===== config.mk =====
export PLATFORM = sky130hd
export DESIGN_NAME = soft_timer_bank_core
export DESIGN_NICKNAME = d
export VERILOG_FILES = /design/src/sv/stb_pkg.sv /design/src/sv/stb_timer_bank.sv /design/src/sv/soft_timer_bank_core.sv
export SDC_FILE = /design/constraint.sdc
export NUM_CORES = 1
export LEC_CHECK = 0
export BUFFER_PORTS_ARGS = -buffer_cell sky130_fd_sc_hd__buf_2
export CORE_MARGIN = 1.5
export CORE_UTILIZATION = 50
export CTS_CLUSTER_SIZE = 25
export DETAILED_ROUTE_END_ITERATION = 8
export HOLD_SLACK_MARGIN = 0.08
export PLACE_DENSITY = 0.8
export SKIP_LAST_GASP = 1
export SLEW_MARGIN = 0
export SYNTH_ARGS = -nofsm -noshare
export SYNTH_HDL_FRONTEND = slang
export SYNTH_SLANG_ARGS = --single-unit

===== constraint.sdc =====
create_clock -name clk -period 8.73 [get_ports clk]
set_input_delay 0.873 -clock clk [delete_from_list [all_inputs] [get_ports clk]]
set_output_delay 0.873 -clock clk [all_outputs]
set_load 0.01 [all_outputs]

===== src/sv/stb_pkg.sv =====
`timescale 1ns / 1ps
// ----------------------------------------------------------------------------
// Software timer bank package
// Shared types and constants for the timer bank core and its timer storage.
// ----------------------------------------------------------------------------
package stb_pkg;

  localparam int TIMERS_DEFAULT      = 4;
  localparam int COUNT_WIDTH_DEFAULT = 32;
  localparam int ID_WIDTH            = 3;
  localparam int PERIOD_WIDTH        = 32;
  localparam int UPTIME_WIDTH        = 31;

  localparam logic [UPTIME_WIDTH-1:0] UPTIME_WRAP       = 31'h7FFF_FFFF;
  localparam logic [7:0]              SCAN_DIVIDE_RESET = 8'd10;

  typedef enum logic [1:0] {
    KIND_TICK,
    KIND_START,
    KIND_CHECK,
    KIND_READ
  } kind_t;

  typedef enum logic [1:0] {
    OP_NONE,
    OP_TICK,
    OP_LOAD,
    OP_CHECK
  } op_t;

  typedef enum logic [1:0] {
    S_IDLE,
    S_TICK,
    S_OP,
    S_RESP
  } state_t;

  typedef struct packed {
    op_t                     op;
    logic [ID_WIDTH-1:0]     index;
    logic [PERIOD_WIDTH-1:0] data;
  } stb_cmd_t;

endpackage


===== src/sv/stb_timer_bank.sv =====
`timescale 1ns / 1ps
// ----------------------------------------------------------------------------
// Timer storage and countdown unit
// Holds the count and expiry flag of every timer and applies one command per
// cycle through a single shared decrementer.
// ----------------------------------------------------------------------------
module stb_timer_bank #(
  parameter int TIMERS      = stb_pkg::TIMERS_DEFAULT,
  parameter int COUNT_WIDTH = stb_pkg::COUNT_WIDTH_DEFAULT
) (
  input  logic             clk,
  input  logic             rst,
  input  stb_pkg::stb_cmd_t cmd,
  output logic             expired
);
  import stb_pkg::*;

  localparam int IDX_W = (TIMERS > 1) ? $clog2(TIMERS) : 1;

  logic [COUNT_WIDTH-1:0] remaining [TIMERS];
  logic [TIMERS-1:0]      done_flag;

  logic [IDX_W-1:0]       idx;
  logic                   in_range;
  logic [COUNT_WIDTH-1:0] cur;
  logic                   cur_done;
  logic [COUNT_WIDTH-1:0] dec;

  assign idx      = cmd.index[IDX_W-1:0];
  assign in_range = ({{(32-ID_WIDTH){1'b0}}, cmd.index} < 32'(TIMERS));
  assign cur      = in_range ? remaining[idx] : '0;
  assign cur_done = in_range & done_flag[idx];
  assign dec      = cur - COUNT_WIDTH'(1);
  assign expired  = (cmd.op == OP_CHECK) & cur_done;

  always_ff @(posedge clk) begin
    if (rst) begin
      for (int i = 0; i < TIMERS; i++) begin
        remaining[i] <= '0;
      end
      done_flag <= '0;
    end else if (in_range) begin
      case (cmd.op)
        OP_TICK: begin
          if (!cur_done && cur != '0) begin
            remaining[idx] <= dec;
            if (dec == '0) begin
              done_flag[idx] <= 1'b1;
            end
          end
        end
        OP_LOAD: begin
          remaining[idx] <= cmd.data[COUNT_WIDTH-1:0];
          done_flag[idx] <= 1'b0;
        end
        OP_CHECK: begin
          done_flag[idx] <= 1'b0;
        end
        default: begin
        end
      endcase
    end
  end

endmodule


===== src/sv/soft_timer_bank_core.sv =====
`timescale 1ns / 1ps
// ----------------------------------------------------------------------------
// Software timer bank core
// Bank of one-shot countdown timers with a run-time counter and scan prescaler.
// ----------------------------------------------------------------------------
// A transaction is taken when start is high and busy is low, and busy stays
// high until its result has been shown. A tick passes S_TICK, where one
// shared decrementer visits the timers one per cycle, then S_RESP; a start
// or check passes S_OP then S_RESP, and a read goes straight to S_RESP.
// Every transaction gives one result, shown for exactly one cycle with done
// high; the receiver cannot stall it, so it must take the result in that cycle.
module soft_timer_bank_core #(
  parameter int TIMERS      = stb_pkg::TIMERS_DEFAULT,
  parameter int COUNT_WIDTH = stb_pkg::COUNT_WIDTH_DEFAULT
) (
  input  logic                              clk,
  input  logic                              rst,
  input  logic                              cfg_we,
  input  logic [7:0]                        cfg_data,
  input  logic                              start,
  output logic                              busy,
  input  logic [1:0]                        kind,
  input  logic [stb_pkg::ID_WIDTH-1:0]      timer_id,
  input  logic [stb_pkg::PERIOD_WIDTH-1:0]  period,
  output logic                              done,
  output logic                              expired,
  output logic [stb_pkg::UPTIME_WIDTH-1:0]  run_time,
  output logic                              scan_strobe
);
  import stb_pkg::*;

  localparam int IDX_W = (TIMERS > 1) ? $clog2(TIMERS) : 1;
  localparam logic [IDX_W-1:0] LAST_IDX = IDX_W'(TIMERS - 1);

  state_t                  state;
  state_t                  state_next;
  kind_t                   kind_r;
  logic [ID_WIDTH-1:0]     id_r;
  logic [PERIOD_WIDTH-1:0] period_r;
  logic [IDX_W-1:0]        tidx;
  logic [UPTIME_WIDTH-1:0] uptime;
  logic [UPTIME_WIDTH-1:0] uptime_inc;
  logic [7:0]              prescale_count;
  logic [7:0]              prescale_inc;
  logic [7:0]              scan_divide;
  logic                    res_expired;
  logic [UPTIME_WIDTH-1:0] res_run_time;
  logic                    res_strobe;
  logic                    accept;
  stb_cmd_t                cmd;
  logic                    bank_expired;

  stb_timer_bank #(
    .TIMERS      (TIMERS),
    .COUNT_WIDTH (COUNT_WIDTH)
  ) u_bank (
    .clk     (clk),
    .rst     (rst),
    .cmd     (cmd),
    .expired (bank_expired)
  );

  assign busy         = (state != S_IDLE);
  assign accept       = start & ~busy;
  assign uptime_inc   = uptime + UPTIME_WIDTH'(1);
  assign prescale_inc = prescale_count + 8'd1;

  assign expired     = res_expired;
  assign run_time    = res_run_time;
  assign scan_strobe = res_strobe;

  always_ff @(posedge clk) begin
    if (rst) begin
      state <= S_IDLE;
    end else begin
      state <= state_next;
    end
  end

  always_comb begin
    state_next = state;
    cmd.op     = OP_NONE;
    cmd.index  = id_r;
    cmd.data   = period_r;
    done       = 1'b0;
    case (state)
      S_IDLE: begin
        if (start) begin
          case (kind_t'(kind))
            KIND_TICK:  state_next = S_TICK;
            KIND_START: state_next = S_OP;
            KIND_CHECK: state_next = S_OP;
            default:    state_next = S_RESP;
          endcase
        end
      end
      S_TICK: begin
        cmd.op    = OP_TICK;
        cmd.index = ID_WIDTH'(tidx);
        if (tidx == LAST_IDX) begin
          state_next = S_RESP;
        end
      end
      S_OP: begin
        cmd.op     = (kind_r == KIND_START) ? OP_LOAD : OP_CHECK;
        state_next = S_RESP;
      end
      S_RESP: begin
        done       = 1'b1;
        state_next = S_IDLE;
      end
      default: begin
        state_next = S_IDLE;
      end
    endcase
  end

  always_ff @(posedge clk) begin
    if (rst) begin
      uptime         <= '0;
      prescale_count <= '0;
      scan_divide    <= SCAN_DIVIDE_RESET;
      tidx           <= '0;
    end else begin
      if (cfg_we) begin
        scan_divide <= cfg_data;
      end
      if (accept) begin
        tidx <= '0;
        if (kind_t'(kind) == KIND_TICK) begin
          uptime <= (uptime_inc == UPTIME_WRAP) ? '0 : uptime_inc;
          prescale_count <= (prescale_inc >= scan_divide) ? 8'd0 : prescale_inc;
        end
      end else if (state == S_TICK) begin
        tidx <= tidx + IDX_W'(1);
      end
    end
  end

  always_ff @(posedge clk) begin
    if (accept) begin
      kind_r       <= kind_t'(kind);
      id_r         <= timer_id;
      period_r     <= period;
      res_expired  <= 1'b0;
      res_run_time <= (kind_t'(kind) == KIND_READ) ? uptime : '0;
      res_strobe   <= (kind_t'(kind) == KIND_TICK) && (prescale_inc >= scan_divide);
    end else if (state == S_OP && kind_r == KIND_CHECK) begin
      res_expired <= bank_expired;
    end
  end

endmodule

# Yosys cells after proc, flatten, opt, wreduce, memory -nomap -nowiden
# Memories as Yosys holds them, arrays and structs flattened.
# Index checks and enable logic that the tools add are counted.
[word_totals]
elab_cells = 97
ram_bits = 128
out_inout_bits = 35
in_bits = 49
mem_count = 1
register_bits = 125
[memory_table]
columns = ["memory", "depth", "word_bits", "read_ports", "rd_clocked_by_memory_dff", "write_ports", "line_no", "source"]
rows = [
  ["u_bank.remaining", 4, 32, 1, 0, 4, "stb_timer_bank.sv:20", "logic [COUNT_WIDTH-1:0] remaining [TIMERS];"],
]
[op_classes]
n_eq_ne = 17
muxes = 33
reduce_logical = 18
n_lt_le_gt_ge = 4
n_bitwise = 8
n_addsub = 4
[ops]
columns = ["cell", "count"]
rows = [
  ["2-to-1 mux 32 bit", 3],
  ["logical NOT 32 bit", 1],
  ["nonzero test 32 bit", 1],
  ["OR reduction 32 bit", 1],
  ["subtractor 32 x 1 -> 32 bit, second input constant", 1],
  ["adder 31 x 1 -> 31 bit, second input constant", 1],
  ["== test 31 bit, second input constant", 1],
  ["2-to-1 mux 31 bit", 1],
  ["== test 2 bit, second input constant", 8],
  ["2-to-1 mux 1 bit", 16],
  ["adder 8 x 1 -> 8 bit, second input constant", 1],
  ["== test 2 x 1 -> 1 bit, second input constant", 4],
  ["greater-or-equal comparator 8 bit", 1],
  ["2-to-1 mux 4 bit", 2],
  ["2-to-1 mux 8 bit", 1],
  ["one-hot mux 2 bit (2 select lines)", 2],
  ["one-hot mux 2 bit (4 select lines)", 1],
  ["one-hot mux 4 bit (2 select lines)", 1],
  ["2-to-1 mux 2 bit", 3],
  ["OR reduction 2 bit", 3],
  ["bitwise AND 4 bit", 1],
  ["logical AND 1 bit", 4],
  ["logical NOT 2 bit", 2],
  ["!= test 2 x 1 -> 1 bit, second input constant", 2],
  ["other kinds (17)", 22],
]

# Logic depth before layout (Yosys ltp)
[depth]
depth_word = 15
ltp_mapped = 21
ltp_nobuf = 16

# Hierarchy
# From an unflattened synthesis, not the netlist that was laid out.
[unflattened]
hier_cells = 1090
area_unflattened_um2 = 12638.4
[by_module_without_submodules]
columns = ["module", "area_per_inst_um2", "cells_per_inst", "n_inst", "seq_area_each_um2"]
rows = [
  ["stb_timer_bank", 7284.5, 624, 1, 3923.8],
  ["soft_timer_bank_core", 5353.9, 466, 1, 3113.0],
]

# Worst setup path before layout
# No wires, ideal clock.
[synth_timing]
path_kind = "register to register"
startpoint = "reg state[1]"
endpoint = "mem u_bank.remaining[0][0] in the netlist's numbering (enable)"
path_slack_ns = 4.015
t_arrival_ns = 4.238
path_stages_with_launch = 21
period_less_slack_ns = 4.715
cell_sequence = "dfxtp_1 -> inv_1 -> ha_1 -> buf_6 -> and3b_1 -> buf_6 -> or2_1 -> buf_2 -> clkbuf_1 -> a22o_1 -> a222oi_1 -> ha_1 -> and4_1 -> and3_1 -> a31oi_1 -> a21o_1 -> and2_4 -> buf_6 -> nand2_1 -> buf_4 -> nand2_1"
[synth_rtl]
columns = ["element", "line_no", "source"]
rows = [
  ["from (decl)", "soft_timer_bank_core.sv:35", "state_t state;"],
  ["from (signal assigned)", "soft_timer_bank_core.sv:76", "state <= state_next;"],
  ["to (decl)", "stb_timer_bank.sv:20", ""],
]

==> impl_metrics.yaml <==
outcome:
  status: "complete, but fails checks"
  failed_checks: "DRC"
logic_synthesis:
  avgSynthCellArea_um2: 10.4
  async_flop_share: 0
  yosysSeqAreaShare: 0.528
  synth_top_family_by_area: "simple AND/OR/NAND/NOR gates"
  synth_simple_gate_area_share: 0.222
  synthXorXnorAreaFrac: 0.0204
  synth_compound_area_frac: 0.146
  synth_nets: 1357
  syn_area_um2: 13300
  ys_warn_count: 0
  synth_edf_count: 197
  ys.flop_type: "edfxtp_1"
  yosysUniqueCellTypes: 84
  synth_fa_ha_area_frac: 0.0225
  ys_ff_latch: 253
  synthMuxAreaShare: 0.0222
  synth_cells: 1284
global_routing:
  grt_usage: 0.288
  grt_pass1_vias: 10109
  grt_max_degree: 74
  antenna_found_initial: 1
  grt.overflow.total: 0
  grt_pass1_wl_um: 60700
routing:
  wire_per_inst_um: 23.9
  drc_errors: 4
  routed_wl_um: 40100
  drtIter0Drc: 1381
  ant_nets: 0
  viasPerCell: 6.46
  drtPass1Iterations: 8
  num_vias: 10873
cells_and_area:
  final_common_cell: "edfxtp_1"
  fin_nets: 1399
  most-common-layout-cells: "edfxtp_1, nor2_1, o21ai_0, nand2_1, buf_2"
  final_layout_size_suffix_gt1_frac: 0.140
  instances_no_fill: 1682
  areaGrowthSynthToFinish_pct: 11.2
  diodes: 0
critical_path:
  r2r-start: "state[1]"
  cp.required_ns: 9.00
  ff2ff_setup_slack_ns: 1.73
  crit_arrival_ns: 7.28
  critPathLaunchType: "register"
  cpPeakStageDelay_ns: 1.03
  endpoint_kind: "register"
  crit_type: "register to register"
  reg2reg_to: "u_bank.remaining[0][28]"
  r2r_cells: 16
  crit_fanout: 50
  path_cells: "inv_1, ha_1, and3b_1, or2_0, a22oi_1, o21ai_0, inv_1, ha_1, and4_1, and3_1, a31oi_1, a21o_1, and2_4, nand2_1, nand2_1, buf_4"
  cp_slowest_cell: "nand2_1"
floorplanning:
  die_area_um2: 27600
  die_x_um: 166
  coreArea_um2: 26100
  die_h_um: 166
  initial_core_util: 0.510
  ios: 84
  row_count: 59
hold_path:
  min_path_type: "register to register"
  hold-path-cell-count: 2
  hp-start: "prescale_count[7]"
  whs_endpoint: "prescale_count[7]"
placement:
  place_inst: 1632
  dp.final_hpwl_um: 28800
  port_buffers: 83
  gp_congestion: 0.966
power:
  power_leakage_nw: 5.57
  max-vdd-ir-drop_mv: 0.300
  power_density_nw_per_um2: 318
run:
  cap_violations: 0
clocking:
  clkSlewWorstSetupHoldPaths_ns: 0.06
  cts_setup_buffers: 0
  root_buffer: "clkbuf_16"
  cts.htree.levels: 1
  cts_buffer_depth: 3
  cts_hold_buffers: 0
  tritoncts: "built"
  cts_buffers: 27
  clock_sinks: 253
  cts.repair.resized: 0
  worstSkewPairLatency_ns: 0.57
timing:
  slew_headroom: 0.151
  clock_skew_ns: 0.0122
  final.setup.tns_ns: 0
  rsz0062_at_grt: "false"
  period_share: 0.802
  setup_viol_count_final: 0
  max_freq_mhz: 143
  period_needed_ns: 7.00
  timing.hold.ws_ns: 0.469
  finalHoldViolCount: 0
  maxSlewViolCount: 0
  tightestPinTransition_ns: 1.27
==> logic make-up after synthesis <==
group,after synthesis
AO/OA/AOI/OAI,313
XOR/XNOR,31
adder cells (fa/ha/maj),24
buffers and inverters,118
flip-flops,253
multiplexers,22
AND/OR/NAND/NOR,523
==> cell type report <==
| class | instances | area [µm²] |
|---|---|---|
| Inverter | 33 | 124 |
| Clock buffer | 30 | 697 |
| Clock inverter | 20 | 229 |
| Fill cell | 2209 | 11300 |
| Sequential cell | 253 | 7040 |
| Multi-Input combinational cell | 913 | 5790 |
| Tap cell | 335 | 419 |
| Timing Repair Buffer | 98 | 528 |
==> stage by stage <==
stage	power (mW)	setup WS (ns)	utilization	cell area, µm²
after global routing	4.89	1.33	0.567	14800
final	4.72	1.73	0.567	14800
after floorplan	2.84	4.01	-	13300
after detailed placement	3.46	1.92	0.532	13900
after CTS	4.66	1.88	0.567	14800
after global placement	3.46	2.01	0.532	13900
==> synth_stat cells (17+ instances only) <==
| master | instances | area, µm² |
|---|---|---|
| a21oi_1 | 75 | 375 |
| a31oi_1 | 17 | 106 |
| and2_1 | 41 | 257 |
| and3_1 | 67 | 419 |
| clkbuf_1 | 61 | 229 |
| dfxtp_1 | 56 | 1120 |
| edfxtp_1 | 197 | 5920 |
| ha_1 | 24 | 300 |
| inv_1 | 32 | 120 |
| nand2_1 | 87 | 327 |
| nand3_1 | 27 | 135 |
| nand4_1 | 31 | 194 |
| nor2_1 | 138 | 518 |
| nor3_1 | 17 | 85.1 |
| o21ai_0 | 107 | 536 |
| o22ai_1 | 24 | 150 |
| xnor2_1 | 21 | 184 |
==> flip-flops by register name, indices dropped and copies added (netlist names), named ones only <==
signal            cells
state                 2
scan_divide           8
u_bank.remaining    128
expired               1
id_r                  3
uptime               31
run_time             31
scan_strobe           1
period_r             32
kind_r                2
tidx                  2
prescale_count        8
==> worst max-delay path: cells and delay by family, from the launching register on <==
kind,cells,cell delay [ns]
fa+ha+maj,2,1.03
flops,1,0.36
compound gates,4,1.00
simple gates,7,3.75
buf+inv,3,0.52
==> per-layer routing <==
| layer | vias up | GRT usage | part of all wire |
|---|---|---|---|
| met4 | 0 | 0.0601 | 0.021 |
| met3 | 63 | 0.0710 | 0.13 |
| li1 | 4913 | - | - |
| met5 | - | 0 | 0 |
| met1 | 5236 | 0.426 | 0.42 |
| met2 | 661 | 0.429 | 0.43 |
==> worst max path at each step <==
stage                                         end  startpoint  slack [ns]
after floorplan            u_bank.remaining[0][0]    state[1]        4.01
after global placement    u_bank.remaining[0][28]    state[1]        2.01
after detailed placement  u_bank.remaining[0][28]    state[1]        1.92
after CTS                 u_bank.remaining[0][28]    state[1]        1.88
after global routing      u_bank.remaining[0][28]    state[1]        1.33
final                     u_bank.remaining[0][28]    state[1]        1.73
==> report_power, final <==
group	switching, mW	internal, mW
clock network	0.498	0.699
registers	0.0972	1.51
logic	1.37	0.545
total	1.96	2.76
No activity file was read; power rests on OpenSTA's default activity.
